$ cat src/rtl/bttb_pkg.sv
`timescale 1ns / 1ps
`default_nettype none
// ----------------------------------------------------------------------------
// bttb_pkg: shared types and constants of the bitmap text blitter
// Holds the store layout, operation and register codes, the queue entry
// and the character to glyph slot mapping.
// ----------------------------------------------------------------------------
package bttb_pkg;

   // glyph store layout: eight rows per slot, 64 slots
   localparam int SLOT_W      = 6;
   localparam int ROW_W       = 3;
   localparam int STORE_AW    = SLOT_W + ROW_W;
   localparam int STORE_DEPTH = 1 << STORE_AW;
   localparam int PATTERN_W   = 8;
   localparam int CURSOR_W    = 16;

   // operation codes
   localparam logic OP_LOAD = 1'b0;
   localparam logic OP_DRAW = 1'b1;

   // register indexes
   localparam logic [2:0] CSR_FRAME_WIDTH  = 3'd0;
   localparam logic [2:0] CSR_FRAME_HEIGHT = 3'd1;
   localparam logic [2:0] CSR_START_COLUMN = 3'd2;
   localparam logic [2:0] CSR_START_ROW    = 3'd3;
   localparam logic [2:0] CSR_INK_COLOR    = 3'd4;

   localparam logic [7:0] ALPHA_OPAQUE = 8'hff;

   typedef struct packed {
      logic [12:0] frame_width;
      logic [12:0] frame_height;
      logic [11:0] start_column;
      logic [11:0] start_row;
      logic [23:0] ink_color;
   } cfg_type;

   // one classified item between front and back
   typedef struct packed {
      logic                 op;
      logic                 load_ok;
      logic [SLOT_W-1:0]    slot;
      logic [ROW_W-1:0]     row;
      logic [PATTERN_W-1:0] pattern;
      logic [CURSOR_W-1:0]  cursor;
   } entry_type;

   typedef enum logic {
      BK_IDLE,
      BK_DRAW
   } bk_state_type;

   // map a character code onto its glyph slot
   function automatic logic [SLOT_W-1:0] slot_of(input logic [7:0] code);
      logic [SLOT_W-1:0] slot;
      slot = {1'b0, code[4:0]};
      if (code == 8'h20) begin
         slot = 6'd0;
      end else if (code >= 8'h30 && code <= 8'h39) begin
         slot = 6'(code - 8'h30) + 6'd27;
      end else begin
         case (code)
            8'h2e:   slot = 6'd37;
            8'h2d:   slot = 6'd38;
            8'h2f:   slot = 6'd39;
            8'h7c:   slot = 6'd40;
            8'h3c:   slot = 6'd41;
            8'h3e:   slot = 6'd42;
            default: slot = {1'b0, code[4:0]};
         endcase
      end
      return slot;
   endfunction

endpackage
`default_nettype wire

$ cat src/rtl/bttb_req_if.sv
`timescale 1ns / 1ps
`default_nettype none
// ----------------------------------------------------------------------------
// bttb_req_if: request channel of the text blitter
// Carries glyph row loads and character draws with a valid/ready handshake.
// ----------------------------------------------------------------------------
interface bttb_req_if;
   logic       valid;
   logic       ready;
   logic       op;
   logic [7:0] char_code;
   logic       first_char;
   logic [5:0] glyph_slot;
   logic [2:0] glyph_row;
   logic [7:0] row_pattern;

   modport source (
      output valid, op, char_code, first_char, glyph_slot, glyph_row, row_pattern,
      input  ready
   );
   modport sink (
      input  valid, op, char_code, first_char, glyph_slot, glyph_row, row_pattern,
      output ready
   );
endinterface
`default_nettype wire

$ cat src/rtl/bttb_front.sv
`timescale 1ns / 1ps
`default_nettype none
// ----------------------------------------------------------------------------
// bttb_front: request classification
// Maps characters to glyph slots, checks loads and tracks the cursor so
// that each queued draw carries its resolved column.
// ----------------------------------------------------------------------------
module bttb_front
   import bttb_pkg::*;
#(
   parameter int GLYPH_WIDTH  = 8,
   parameter int GLYPH_HEIGHT = 8,
   parameter int GLYPH_GAP    = 1,
   parameter int GLYPH_COUNT  = 64
) (
   input  wire logic       clock,
   input  wire logic       reset,
   bttb_req_if.sink        req_ch,
   input  wire logic [11:0] start_column,
   output      logic       push_valid,
   input  wire logic       push_ready,
   output      entry_type  push_data
);

   localparam logic [CURSOR_W:0] ADVANCE = (CURSOR_W+1)'(GLYPH_WIDTH + GLYPH_GAP);

   logic [CURSOR_W-1:0] cursor_ff;
   logic [CURSOR_W-1:0] cursor_in;
   logic [CURSOR_W-1:0] cursor_now;
   logic [CURSOR_W:0]   cursor_sum;
   logic                accept;

   assign push_valid   = req_ch.valid;
   assign req_ch.ready = push_ready;
   assign accept       = req_ch.valid && push_ready;

   // resolve the cursor for this draw and its saturated successor
   always_comb begin
      cursor_now = req_ch.first_char ? CURSOR_W'(start_column) : cursor_ff;
      cursor_sum = {1'b0, cursor_now} + ADVANCE;
      cursor_in  = cursor_sum[CURSOR_W] ? {CURSOR_W{1'b1}} : cursor_sum[CURSOR_W-1:0];
   end

   // classify the item
   always_comb begin
      push_data.op      = req_ch.op;
      push_data.load_ok = ({1'b0, req_ch.glyph_slot} < (SLOT_W+1)'(GLYPH_COUNT)) &&
                          ({1'b0, req_ch.glyph_row} < (ROW_W+1)'(GLYPH_HEIGHT));
      push_data.slot    = (req_ch.op == OP_DRAW) ? slot_of(req_ch.char_code)
                                                 : req_ch.glyph_slot;
      push_data.row     = req_ch.glyph_row;
      push_data.pattern = req_ch.row_pattern;
      push_data.cursor  = cursor_now;
   end

   // advance the cursor on each accepted draw
   always_ff @(posedge clock) begin
      if (reset) begin
         cursor_ff <= '0;
      end else if (accept && req_ch.op == OP_DRAW) begin
         cursor_ff <= cursor_in;
      end
   end

endmodule
`default_nettype wire

$ cat src/flat_wrapper.sv
// flat-port wrapper written by rule: the top's interface ports become plain ports
module bttb_front_flat import bttb_pkg::*;
#(
   parameter int GLYPH_WIDTH  = 8,
   parameter int GLYPH_HEIGHT = 8,
   parameter int GLYPH_GAP    = 1,
   parameter int GLYPH_COUNT  = 64
)
  (clock, reset, start_column, push_valid, push_ready, push_data, req_ch_valid, req_ch_op, req_ch_char_code, req_ch_first_char, req_ch_glyph_slot, req_ch_glyph_row, req_ch_row_pattern, req_ch_ready);
  bttb_req_if req_ch_i ();
  input  wire logic clock;
  input  wire logic reset;
  input  wire logic [11:0] start_column;
  output      logic push_valid;
  input  wire logic push_ready;
  output      entry_type push_data;
  input wire logic [$bits(req_ch_i.valid)-1:0] req_ch_valid;
  input wire logic [$bits(req_ch_i.op)-1:0] req_ch_op;
  input wire logic [$bits(req_ch_i.char_code)-1:0] req_ch_char_code;
  input wire logic [$bits(req_ch_i.first_char)-1:0] req_ch_first_char;
  input wire logic [$bits(req_ch_i.glyph_slot)-1:0] req_ch_glyph_slot;
  input wire logic [$bits(req_ch_i.glyph_row)-1:0] req_ch_glyph_row;
  input wire logic [$bits(req_ch_i.row_pattern)-1:0] req_ch_row_pattern;
  output wire logic [$bits(req_ch_i.ready)-1:0] req_ch_ready;
  assign req_ch_i.valid = req_ch_valid;
  assign req_ch_i.op = req_ch_op;
  assign req_ch_i.char_code = req_ch_char_code;
  assign req_ch_i.first_char = req_ch_first_char;
  assign req_ch_i.glyph_slot = req_ch_glyph_slot;
  assign req_ch_i.glyph_row = req_ch_glyph_row;
  assign req_ch_i.row_pattern = req_ch_row_pattern;
  assign req_ch_ready = req_ch_i.ready;
  bttb_front #(.GLYPH_WIDTH(GLYPH_WIDTH), .GLYPH_HEIGHT(GLYPH_HEIGHT), .GLYPH_GAP(GLYPH_GAP), .GLYPH_COUNT(GLYPH_COUNT)) u_core (.clock(clock), .reset(reset), .req_ch(req_ch_i), .start_column(start_column), .push_valid(push_valid), .push_ready(push_ready), .push_data(push_data));
endmodule
$ cat config.mk
export PLATFORM = sky130hd
export DESIGN_NAME = bttb_front_flat
export DESIGN_NICKNAME = d
export VERILOG_FILES = /design/src/rtl/bttb_pkg.sv /design/src/rtl/bttb_req_if.sv /design/src/rtl/bttb_front.sv /design/src/flat_wrapper.sv
export SDC_FILE = /design/constraint.sdc
export NUM_CORES = 1
export LEC_CHECK = 0
export BUFFER_PORTS_ARGS = -buffer_cell sky130_fd_sc_hd__buf_2
export CORE_MARGIN = 10
export CORE_UTILIZATION = 47
export DETAILED_ROUTE_END_ITERATION = 12
export PLACE_DENSITY = 0.83
export SYNTH_ARGS = -nofsm -noshare
export SYNTH_HDL_FRONTEND = slang
export SYNTH_SLANG_ARGS = --single-unit
$ cat constraint.sdc
create_clock -name clock -period 4.2 [get_ports clock]
set_input_delay 0.63 -clock clock [delete_from_list [all_inputs] [get_ports clock]]
set_output_delay 0.63 -clock clock [all_outputs]
set_load 0.05 [all_outputs]
==> impl_results.md <==
- Largest Register: u_core.cursor_ff
- Clock Tree Buf Depth: 2
- Avg WL per Cell: 15.27 um
- Row count: 21
- Commonest non-fill, non-tap cell in the layout: buf_2
- CTS Buf Count: 3
- Cells after Synth: 222
- Status: finished clean
- RSZ-0062 raised after global routing: false
- Vias per Instance: 5.613
- Syn Nets: 271
- Startpoint Class: input port
- Post-CTS Setup Bufs: 0
- Worst-Margin Slew: 0.7013 ns
- Crit. End Element: primary output
- Mapped cell area: 0.001702 sq mm
- Resize count post-CTS: 0
- Tot Pwr: 0.4468 mW
- YS warnings: 0
- EDFF count, synth: 0
- Dpl hpwl: 3.715 mm
- Routability Congestion: 0.8678
- Vias: 1712
- Flops & latches, synth: 16
- Worst-path clk slew: 0.10 ns
- Worst setup path class: in -> out
- DRC: 0
- Sequential cell area: 320.3 sq um
- Required time worst endpoint: 3.57 ns
- Arr. time, crit path: 2.60 ns
- Number of max-cap violations: 0
- Post-CTS Hold Fix Bufs: 0
- Unique cell type count in the Yosys netlist: 53
- Clk sinks: 16
- Final worst-path cycle share: 0.7692
- Pleak: 0.8432 nW
- Post-synth top flop: dfxtp_1
- # fillers: 333
- Min-delay worst type: reg -> reg
- Worst hold slack: 0.5219 ns
- Boundary Pins: 80
- Drt pass-1 iters: 5
- Drt initial violations: 96
- Final cell count without fillers: 305
- Initial antenna violation count: 0
- Commonest non-fill, non-tap cells in the layout: 56 x buf_2, 19 x nor2_1, 16 x nand2_1, 16 x dfxtp_1
- Ant. Diodes: 0
- Final setup viols: 0
- Worst-path maximum fanout: 6
- Largest register FFs: 16
- CTS tree: done
- Core Box Area: 0.003416 sq mm
- Largest registers: u_core.cursor_ff: 16 flops
- Multi-input logic area: 0.001169 sq mm
- I/O Buffers: 56
- Root buffer cell: clkbuf_4
- Min cycle time layout: 3.231 ns
- GRT overflow: 0
- Area Growth Syn to Fin: 13.01%
- Pin count of the biggest net entering global routing: 38
- Pwr/cell area: 232.3 mW/mm^2
- Final Skew: 0.0008989 ns
- Detailed Route WL: 4.657 mm
- Final count of hold timing violations: 0
- Clk_lat worst skew: 0.28 ns
- Die X: 80.17 um
- Starting Density: 0.4982
- Antenna-violating nets left: 0
- Fin Setup TNS: 0 ns
- Die Y: 80.17 um
- Max Fclk: 309.5 MHz
- Cells after DPL: 301
- Async SR Flop Fraction: 0
- Mean area per synthesized cell: 7.665 sq um
- Slew margin rel.: 0.5296
- Vias in the first global route: 1757
- First-pass GRT wire length: 7.845 mm
- Tot GR Track Use: 0.1421
- Share of layout cells above drive strength 1: 0.3127
- Die area: 0.006427 sq mm
- Slew Viols, Final: 0
- H-tree levels: 1
- Sequential share of the synthesized area: 0.1882
- VDD IR max: 0.0001487 V
- Nets: 309
==> stage by stage <==
step | setup slack [ns] | area [sq um] | utilization
after floorplan | 0.7808 | 1702 | -
after detailed placement | 0.9855 | 1887 | 0.5524
after global placement | 1.040 | 1887 | 0.5524
after CTS | 0.9760 | 1923 | 0.5630
after global routing | 0.8816 | 1923 | 0.5630
final | 0.9692 | 1923 | 0.5630
==> worst max-delay path, stage by stage <==
cell and delay (ns):
buf_2 0.14, inv_1 0.09, ha_1 0.23, and2b_2 0.19, o2111ai_1 0.25, a21oi_2 0.14
or3_2 0.46, a32o_1 0.25, buf_2 0.21
==> layer usage <==
| layer | global-route usage | vias up | wire [um] |
|---|---|---|---|
| met5 | 0 | - | 0 |
| met4 | 0.04401 | 0 | 15 |
| met3 | 0.03452 | 2 | 241 |
| met2 | 0.2480 | 45 | 2321 |
| met1 | 0.1659 | 802 | 2079 |
| li1 | - | 863 | - |
==> cells by family after synthesis <==
group           Yosys count  synth area share
fa+ha+maj                 6           0.04412
mux                      13           0.08383
xor+xnor                 12           0.06176
compound gates           55            0.2427
other cells               1          0.002204
buf+inv                  38            0.1250
simple gates             81            0.2522
flops                    16            0.1882
==> power by group <==
part	leakage (nW)	switching, mW	internal (mW)	total, mW
Sequential	0.130	0.00575	0.158	0.163
Clock	0.0210	0.0514	0.0527	0.104
Combinational	0.692	0.123	0.0558	0.179
==> cell usage after synthesis (2+ instances only) <==
cell | n | share of area
nand2b_1 | 2 | 0.0074
nor3_1 | 14 | 0.041
dfxtp_1 | 16 | 0.19
buf_1 | 2 | 0.0044
and3_1 | 2 | 0.0074
o2bb2ai_1 | 3 | 0.015
mux2_2 | 10 | 0.066
a211oi_1 | 9 | 0.040
buf_2 | 2 | 0.0059
nand3_1 | 8 | 0.024
or3_1 | 2 | 0.0074
a21oi_1 | 10 | 0.029
nand2_1 | 16 | 0.035
nand4b_1 | 3 | 0.015
xor2_1 | 10 | 0.051
clkbuf_1 | 3 | 0.0066
nor2_1 | 19 | 0.042
and4_1 | 2 | 0.010
buf_4 | 16 | 0.071
o21ai_0 | 14 | 0.041
inv_1 | 14 | 0.031
ha_1 | 6 | 0.044
nand4_1 | 4 | 0.015
nor2b_1 | 2 | 0.0074
a31oi_1 | 2 | 0.0074
mux2i_1 | 3 | 0.018
xnor2_1 | 2 | 0.010
==> path summary, 6_finish.rpt <==
kind                             from                    to  slack, ns  cells after the start
hold reg to reg   u_core.cursor_ff[0]   u_core.cursor_ff[0]       0.52                      2
setup / recovery  req_ch_char_code[0]         push_data[27]       0.97                      9
hold / removal    u_core.cursor_ff[0]   u_core.cursor_ff[0]       0.52                      2
setup reg to reg  u_core.cursor_ff[0]  u_core.cursor_ff[12]       1.64                      7
==> area by class of cell <==
type                       instances  share of cell area
clock buffer                       4             0.01887
inverter                          14             0.02733
multi-input combinational        168              0.6077
sequential                        16              0.1666
tap                               46             0.02993
timing repair buffer              57              0.1496
Note: power is estimated with default switching activity, not from simulation.
