`config.mk`:
```
export PLATFORM = sky130hd
export DESIGN_NAME = bttb_queue
export DESIGN_NICKNAME = d
export VERILOG_FILES = /design/src/rtl/bttb_pkg.sv /design/src/rtl/bttb_queue.sv
export SDC_FILE = /design/constraint.sdc
export NUM_CORES = 1
export LEC_CHECK = 0
export BUFFER_PORTS_ARGS = -buffer_cell sky130_fd_sc_hd__buf_2
export CAP_MARGIN = 25
export CORE_MARGIN = 5
export CORE_UTILIZATION = 40
export CTS_CLUSTER_DIAMETER = 200
export DETAILED_ROUTE_END_ITERATION = 8
export GPL_TIMING_DRIVEN = 0
export PLACE_DENSITY = 0.61
export SYNTH_ARGS = -nofsm -noshare
export SYNTH_HDL_FRONTEND = slang
export SYNTH_SLANG_ARGS = --single-unit
```
`constraint.sdc`:
```
create_clock -name clock -period 2.5 [get_ports clock]
set_input_delay 0.5 -clock clock [delete_from_list [all_inputs] [get_ports clock]]
set_output_delay 0.5 -clock clock [all_outputs]
set_load 0.01 [all_outputs]
```
`src/rtl/bttb_pkg.sv`:
```
`timescale 1ns / 1ps
`default_nettype none
// ----------------------------------------------------------------------------
// bttb_pkg: shared types and constants of the bitmap text blitter
// Holds the store layout, operation and register codes, the queue entry
// and the character to glyph slot mapping.
// ----------------------------------------------------------------------------
package bttb_pkg;

   // glyph store layout: eight rows per slot, 64 slots
   localparam int SLOT_W      = 6;
   localparam int ROW_W       = 3;
   localparam int STORE_AW    = SLOT_W + ROW_W;
   localparam int STORE_DEPTH = 1 << STORE_AW;
   localparam int PATTERN_W   = 8;
   localparam int CURSOR_W    = 16;

   // operation codes
   localparam logic OP_LOAD = 1'b0;
   localparam logic OP_DRAW = 1'b1;

   // register indexes
   localparam logic [2:0] CSR_FRAME_WIDTH  = 3'd0;
   localparam logic [2:0] CSR_FRAME_HEIGHT = 3'd1;
   localparam logic [2:0] CSR_START_COLUMN = 3'd2;
   localparam logic [2:0] CSR_START_ROW    = 3'd3;
   localparam logic [2:0] CSR_INK_COLOR    = 3'd4;

   localparam logic [7:0] ALPHA_OPAQUE = 8'hff;

   typedef struct packed {
      logic [12:0] frame_width;
      logic [12:0] frame_height;
      logic [11:0] start_column;
      logic [11:0] start_row;
      logic [23:0] ink_color;
   } cfg_type;

   // one classified item between front and back
   typedef struct packed {
      logic                 op;
      logic                 load_ok;
      logic [SLOT_W-1:0]    slot;
      logic [ROW_W-1:0]     row;
      logic [PATTERN_W-1:0] pattern;
      logic [CURSOR_W-1:0]  cursor;
   } entry_type;

   typedef enum logic {
      BK_IDLE,
      BK_DRAW
   } bk_state_type;

   // map a character code onto its glyph slot
   function automatic logic [SLOT_W-1:0] slot_of(input logic [7:0] code);
      logic [SLOT_W-1:0] slot;
      slot = {1'b0, code[4:0]};
      if (code == 8'h20) begin
         slot = 6'd0;
      end else if (code >= 8'h30 && code <= 8'h39) begin
         slot = 6'(code - 8'h30) + 6'd27;
      end else begin
         case (code)
            8'h2e:   slot = 6'd37;
            8'h2d:   slot = 6'd38;
            8'h2f:   slot = 6'd39;
            8'h7c:   slot = 6'd40;
            8'h3c:   slot = 6'd41;
            8'h3e:   slot = 6'd42;
            default: slot = {1'b0, code[4:0]};
         endcase
      end
      return slot;
   endfunction

endpackage
`default_nettype wire

```
`src/rtl/bttb_queue.sv`:
```
`timescale 1ns / 1ps
`default_nettype none
// ----------------------------------------------------------------------------
// bttb_queue: short queue between front and back
// Register based FIFO of classified items.
// ----------------------------------------------------------------------------
module bttb_queue
   import bttb_pkg::*;
#(
   parameter int DEPTH = 2
) (
   input  wire logic      clock,
   input  wire logic      reset,
   input  wire logic      push_valid,
   output      logic      push_ready,
   input  wire entry_type push_data,
   output      logic      pop_valid,
   input  wire logic      pop_ready,
   output      entry_type pop_data
);

   localparam int PTR_W = $clog2(DEPTH);
   localparam int CNT_W = $clog2(DEPTH + 1);

   entry_type        slots_ff [DEPTH];
   logic [PTR_W-1:0] wr_ptr_ff;
   logic [PTR_W-1:0] rd_ptr_ff;
   logic [CNT_W-1:0] count_ff;
   logic             do_push;
   logic             do_pop;

   assign push_ready = count_ff != CNT_W'(DEPTH);
   assign pop_valid  = count_ff != '0;
   assign pop_data   = slots_ff[rd_ptr_ff];
   assign do_push    = push_valid && push_ready;
   assign do_pop     = pop_valid && pop_ready;

   // store the item
   always_ff @(posedge clock) begin
      if (do_push) begin
         slots_ff[wr_ptr_ff] <= push_data;
      end
   end

   // advance pointers and fill level
   always_ff @(posedge clock) begin
      if (reset) begin
         wr_ptr_ff <= '0;
         rd_ptr_ff <= '0;
         count_ff  <= '0;
      end else begin
         if (do_push) begin
            wr_ptr_ff <= (wr_ptr_ff == PTR_W'(DEPTH - 1)) ? '0 : wr_ptr_ff + 1'b1;
         end
         if (do_pop) begin
            rd_ptr_ff <= (rd_ptr_ff == PTR_W'(DEPTH - 1)) ? '0 : rd_ptr_ff + 1'b1;
         end
         if (do_push && !do_pop) begin
            count_ff <= count_ff + 1'b1;
         end else if (do_pop && !do_push) begin
            count_ff <= count_ff - 1'b1;
         end
      end
   end

endmodule
`default_nettype wire

```
==> flow_summary.yaml, run 1 <==
logic_synthesis:
  synth_top_area_share: 0.767
  syn_area_per_cell_um2: 20.6
  synthesis.area_um2: 2740
  syn_nets: 173
  synth_warnings: 0
  synth_top_cell_by_area: "edfxtp_1"
  syn_inst: 133
  ys_top_cells_by_area: "edfxtp_1, mux2_2, dfxtp_1"
  synth_seq_area_share: 0.804
  ys_seq_elements: 75
  ys_types: 17
run_status:
  run_status: "finished clean"
route:
  vias_per_cell: 4.70
  drt_wl_total_mm: 4.53
  ant_nets: 0
  drt-pass1-iter-count: 4
  drc: 0
  first_iter_violations: 30
  wl_per_cell_um: 14.9
  via_count: 1429
placed_design:
  globalplace.congestion: 0.652
  portBuffers: 75
  dp_hpwl_mm: 2.97
worst_setup_path:
  rrSetupSlack_ps: 740
  path_cells: "buf_2 -> buf_2 -> mux2_2 -> buf_2"
  critical_path.most_common_cell: "buf_2"
  max_stage_delay_ps: 380
  r2r_cells: 2
  startpoint_type: "flop"
  worstPathRequired_ps: 2000
  path_buf_inv: 3
  crit_fanout: 10
  r2r_end: "slots_ff[1][25]"
  critical_path_arrival_ps: 1640
  r2r_start: "count_ff[0]"
  crit_slowest_cell: "mux2_2"
  path_delay_family: "buffers and inverters"
  worstSetupEndpointType: "output pin"
  critPathKind: "reg2out"
grt:
  grt_antenna_before_repair: 0
  grt-ovfl-total: 0
  grt_max_degree: 36
  grt_pass1_vias: 1528
  grt_most_used_layer: "met2"
  use_met1: 0.146
  grt_pass1_wl_mm: 7.22
  grtUsageMet3: 0.0406
  met2_usage: 0.163
  track_usage: 0.112
pwr:
  ir_worst_vdd_uv: 517
  leakage_nw: 1.31
  power_density_nw_per_um2: 1020
clocking:
  cts_htree_levels: 3
  cts_setup_buffers: 0
  cts_tree: "yes"
  clockBufferDepth: 2
  cts_resized: 0
  cts_buffers: 9
  clock_sinks: 75
  path_clk_slew_ps: 80
  hold_buffers: 0
  cts_root_buf: "clkbuf_8"
  clk_latency_ps: 330
timing:
  setup_viol: 0
  rsz0062_at_grt: "no"
  setup_tns_ps: 0
  worstMarginPinSlew_ps: 864
  clock.fmax_ghz: 0.468
  period_share: 0.854
  fin_crit_ps: 2140
  final-max-slew-violation-count: 0
  slew_headroom: 0.424
  skew_ps: 7.80
  finalHoldViolCount: 0
hold_path:
  whs_path_depth: 1
  hp-class: "in2reg"
  min_to: "slots_ff[0][13]"
  min_from: "push_data[13]"
cells_and_area:
  area_growth_syn_to_layout_pct: 25.8
  drive_above_1_share: 0.585
  nNetsFinal: 259
  antenna_cells: 0
  utilization: 0.513
floorplan:
  die_w_um: 92.7
  fp.coreArea_um2: 6720
  ios: 76
  dieArea_um2: 8600
  num_rows: 30
  dieHeight_um: 92.7
  initial_core_util: 0.408
flow_run:
  cap_violations: 0
==> placed cells by master (no fill, tap or decap), drive strengths merged, types with 2 or more instances in the layout <==
master,n
mux2,35
bufinv,3
clkinv,4
buf,79
edfxtp,70
nor2,3
dfxtp,5
a21oi,2
xor2,3
o21ai,2
clkbuf,9
==> Yosys cell counts <==
master / count
ha_1: 1
edfxtp_1: 70
mux2_2: 35
dfxtp_1: 5
and3_1: 1
or3_1: 1
buf_2: 4
xor2_1: 3
o21ai_0: 2
a21bo_2: 1
and2_1: 1
or2_2: 1
nand2b_1: 1
inv_1: 1
a21oi_1: 2
nand3b_1: 1
nor2_1: 3
==> where the power goes <==
part | switching [mW] | internal, mW
logic | 0.443 | 0.398
registers | 0.0445 | 1.57
clock network | 0.402 | 0.651
==> registers in the layout, indices dropped and copies added, names as in the netlist, named ones only <==
signal and count:
rd_ptr_ff 1, count_ff 2, slots_ff 70, wr_ptr_ff 1
==> per-stage QoR <==
step | cells | hold slack (ps) | area, um2 | total power [mW] | setup WS (ps)
CTS | 304 | 329 | 3450 | 3.56 | 308
global route | 304 | 330 | 3450 | 3.70 | 259
detailed placement | 288 | 490 | 3220 | 2.51 | 682
finish | 304 | 347 | 3450 | 3.51 | 364
global placement | 288 | 485 | 3210 | 2.50 | 107
floorplan | 133 | 471 | 2740 | 2.19 | 565
==> metal layers <==
metal | part of all wire | wire [um] | vias to the layer above
met4 | 0.017 | 78 | 0
met5 | 0 | 0 | -
li1 | - | - | 688
met1 | 0.46 | 2070 | 674
met2 | 0.45 | 2040 | 58
met3 | 0.076 | 345 | 9
==> layout make-up <==
class	count	area, um2
Fill cell	569	3270
Sequential cell	75	2200
Multi-Input combinational cell	53	514
Buffer	4	20.0
Tap cell	80	100
Clock buffer	9	124
Inverter	1	3.75
Timing Repair Buffer	75	375
Clock inverter	7	106
==> how the worst max path moves through the flow <==
stage	slack [ps]	to	start	cells after the start
after CTS	310	pop_data[30]	flop	4
after global routing	260	pop_data[24]	flop	4
after detailed placement	680	slots_ff[1][2]	push_valid	2
final	360	pop_data[24]	flop	4
after floorplan	570	slots_ff[1][0]	count_ff[0]	2
after global placement	110	slots_ff[1][2]	push_valid	2
==> cells by family (layout without fill, tap and decap cells) <==
logic type	count (synthesis)	after routing	synth area share
fa+ha+maj	1	1	0.00457
flops	75	75	0.804
xor+xnor	3	3	0.00960
mux	35	35	0.144
simple gates	9	9	0.0183
buf+inv	5	96	0.00868
compound gates	5	5	0.0110
(Power assumes the default switching activity.)
==> run 2, diff against run 1 <==
Settings changed: ABC_AREA set to 1, CORE_MARGIN 5 to 4, GPL_TIMING_DRIVEN 0 to unset, PLACE_DENSITY 0.61 to 0.6.
==> run 2 against run 1 <==
Effect of this change: flip-flop and latch count did not move; core utilization is 1.0 points higher; power rose by 0.75%; worst hold slack gained 9.5 ps; clock power shrank 9%; register-to-register slack gained 240 ps; non-clock buffer count grew 3.
==> flow_summary.yaml, run 2 <==
run_status:
  run_status: "finished clean"
pwr:
  netSwitchingPower_uw: 923
  share_comb_of_total_power: 0.258
  power_mw: 3.54
  power_density_nw_per_um2: 974
  p_int_mw: 2.61
  leakage_nw: 1.46
  clkPwrFrac: 0.270
  seqPwrFrac: 0.472
  netSwitchingFraction: 0.261
  ir_worst_vdd_uv: 437
cells_and_area:
  stdcell_area_um2: 3630
  nNetsFinal: 275
  area_growth_syn_to_layout_pct: 24.4
  fin_cells: 336
  regMostFlops: "slots_ff"
  reg.largest.list: "slots_ff (70), count_ff (2)"
  largest_reg_flops: 70
  drive_above_1_share: 0.563
  most-common-layout-cells: "buf_2, edfxtp_1, mux2_4"
  antenna_cells: 0
  final_common_cell: "buf_2"
placed_design:
  dp.cells: 320
  globalplace.congestion: 0.715
  portBuffers: 75
  dpl_cell_area_um2: 3420
  dp_hpwl_mm: 3.44
route:
  vias_per_cell: 4.41
  wl_per_cell_um: 14.1
  drt-pass1-iter-count: 4
  first_iter_violations: 47
  drt_wl_total_mm: 4.73
  ant_nets: 0
  drc: 0
  via_count: 1482
grt:
  grt_pass1_vias: 1529
  track_usage: 0.115
  grt_antenna_before_repair: 0
  grt_max_degree: 23
  grt-ovfl-total: 0
  grt_pass1_wl_mm: 7.40
logic_synthesis:
  syn_nets: 186
  yosys-top-cells-count: "edfxtp_1, mux2_4, nand2_1, inv_1, nor2_1"
  synth_top_area_share: 0.720
  synth_edf_count: 70
  synthMostInstantiatedCell: "edfxtp_1"
  synth_seq_area_share: 0.754
  ys.flop_type: "edfxtp_1"
  syn_area_per_cell_um2: 20.0
  async_reset_ff_frac: 0
  synth_warnings: 0
  synth_top_cell_by_area: "edfxtp_1"
  ys_top_cells_by_area: "edfxtp_1, mux2_4, dfxtp_1"
  ys_seq_elements: 75
  ys_types: 14
  synthesis.area_um2: 2920
  syn_inst: 146
timing:
  period_share: 0.882
  worstMarginPinSlew_ps: 475
  clock.fmax_ghz: 0.453
  skew_ps: 7.06
  setup_viol: 0
  rsz0062_at_grt: "no"
  fin_crit_ps: 2210
  setup_tns_ps: 0
  slew_headroom: 0.683
  finalHoldViolCount: 0
  final-max-slew-violation-count: 0
clocking:
  cts_resized: 0
  clockBufferDepth: 2
  cts_root_buf: "clkbuf_8"
  clk_latency_ps: 330
  cts_setup_buffers: 0
  cts_htree_levels: 3
  clock_sinks: 75
  hold_buffers: 0
  cts_tree: "yes"
  path_clk_slew_ps: 70
  cts_buffers: 9
floorplan:
  ios: 76
  fp.coreArea_um2: 6940
  num_rows: 30
  die_w_um: 93.4
  dieArea_um2: 8730
  initial_core_util: 0.420
  dieHeight_um: 93.4
worst_setup_path:
  critical_path_arrival_ps: 1710
  worstSetupEndpointType: "output pin"
  worstPathRequired_ps: 2000
  crit_fanout: 14
  startpoint_type: "flop"
  critPathKind: "reg2out"
hold_path:
  hp-class: "in2reg"
flow_run:
  cap_violations: 0
## run 2: power groups by stage
stage                     Combinational [mW]  Clock [mW]  Sequential (mW)
after global routing                    1.00        1.04             1.69
after global placement                 0.933           0             1.70
after floorplan                        0.682           0             1.66
final                                  0.913       0.954             1.67
after detailed placement               0.933           0             1.70
after CTS                              0.935       0.985             1.68
## run 2: critical path: stages (launching register included)
cell	delay, ps
dfxtp_2	630
buf_4	290
mux2_4	310
buf_2	140
## run 2: final timing paths
check,cells past startpoint,slack [ps],endpoint,startpoint
worst min register to register,2,510,rd_ptr_ff,rd_ptr_ff
worst min-delay path,1,360,slots_ff[1][31],push_data[31]
worst max register to register,10,980,count_ff[1],count_ff[0]
worst max-delay path,3,290,pop_data[4],flop
## run 2: metal layers
layer	part of all wire	track usage	vias to the layer above
li1	-	-	724
met3	0.071	0.0378	8
met4	0.015	0.0623	0
met2	0.51	0.185	43
met1	0.40	0.135	707
met5	0	0	-
## run 2: final cells by class
class	instances	area, um2
multi-input cells	59	631
flip-flops and latches	75	2200
repair buffers	82	440
fillers	580	3310
clock inverters	6	80.1
clock buffers	10	128
inverters	8	30.0
well taps	96	120
## run 2: through the flow
| step | worst slack [ps] | hold slack [ps] | utilization |
|---|---|---|---|
| 2_1_floorplan | -16.4 | 465 | - |
| 3_3_place_gp | 632 | 482 | 0.493 |
| 3_5_place_dp | 610 | 499 | 0.493 |
| 4_1_cts | 236 | 333 | 0.523 |
| 5_1_grt | 205 | 332 | 0.523 |
| 6_report | 294 | 357 | 0.523 |
## run 2: cell families after synthesis
group | after synthesis | synth area share
simple gates | 19 | 0.0261
compound gates | 4 | 0.00686
flops | 75 | 0.754
mux | 35 | 0.174
fa+ha+maj | 1 | 0.00429
buf+inv | 12 | 0.0347
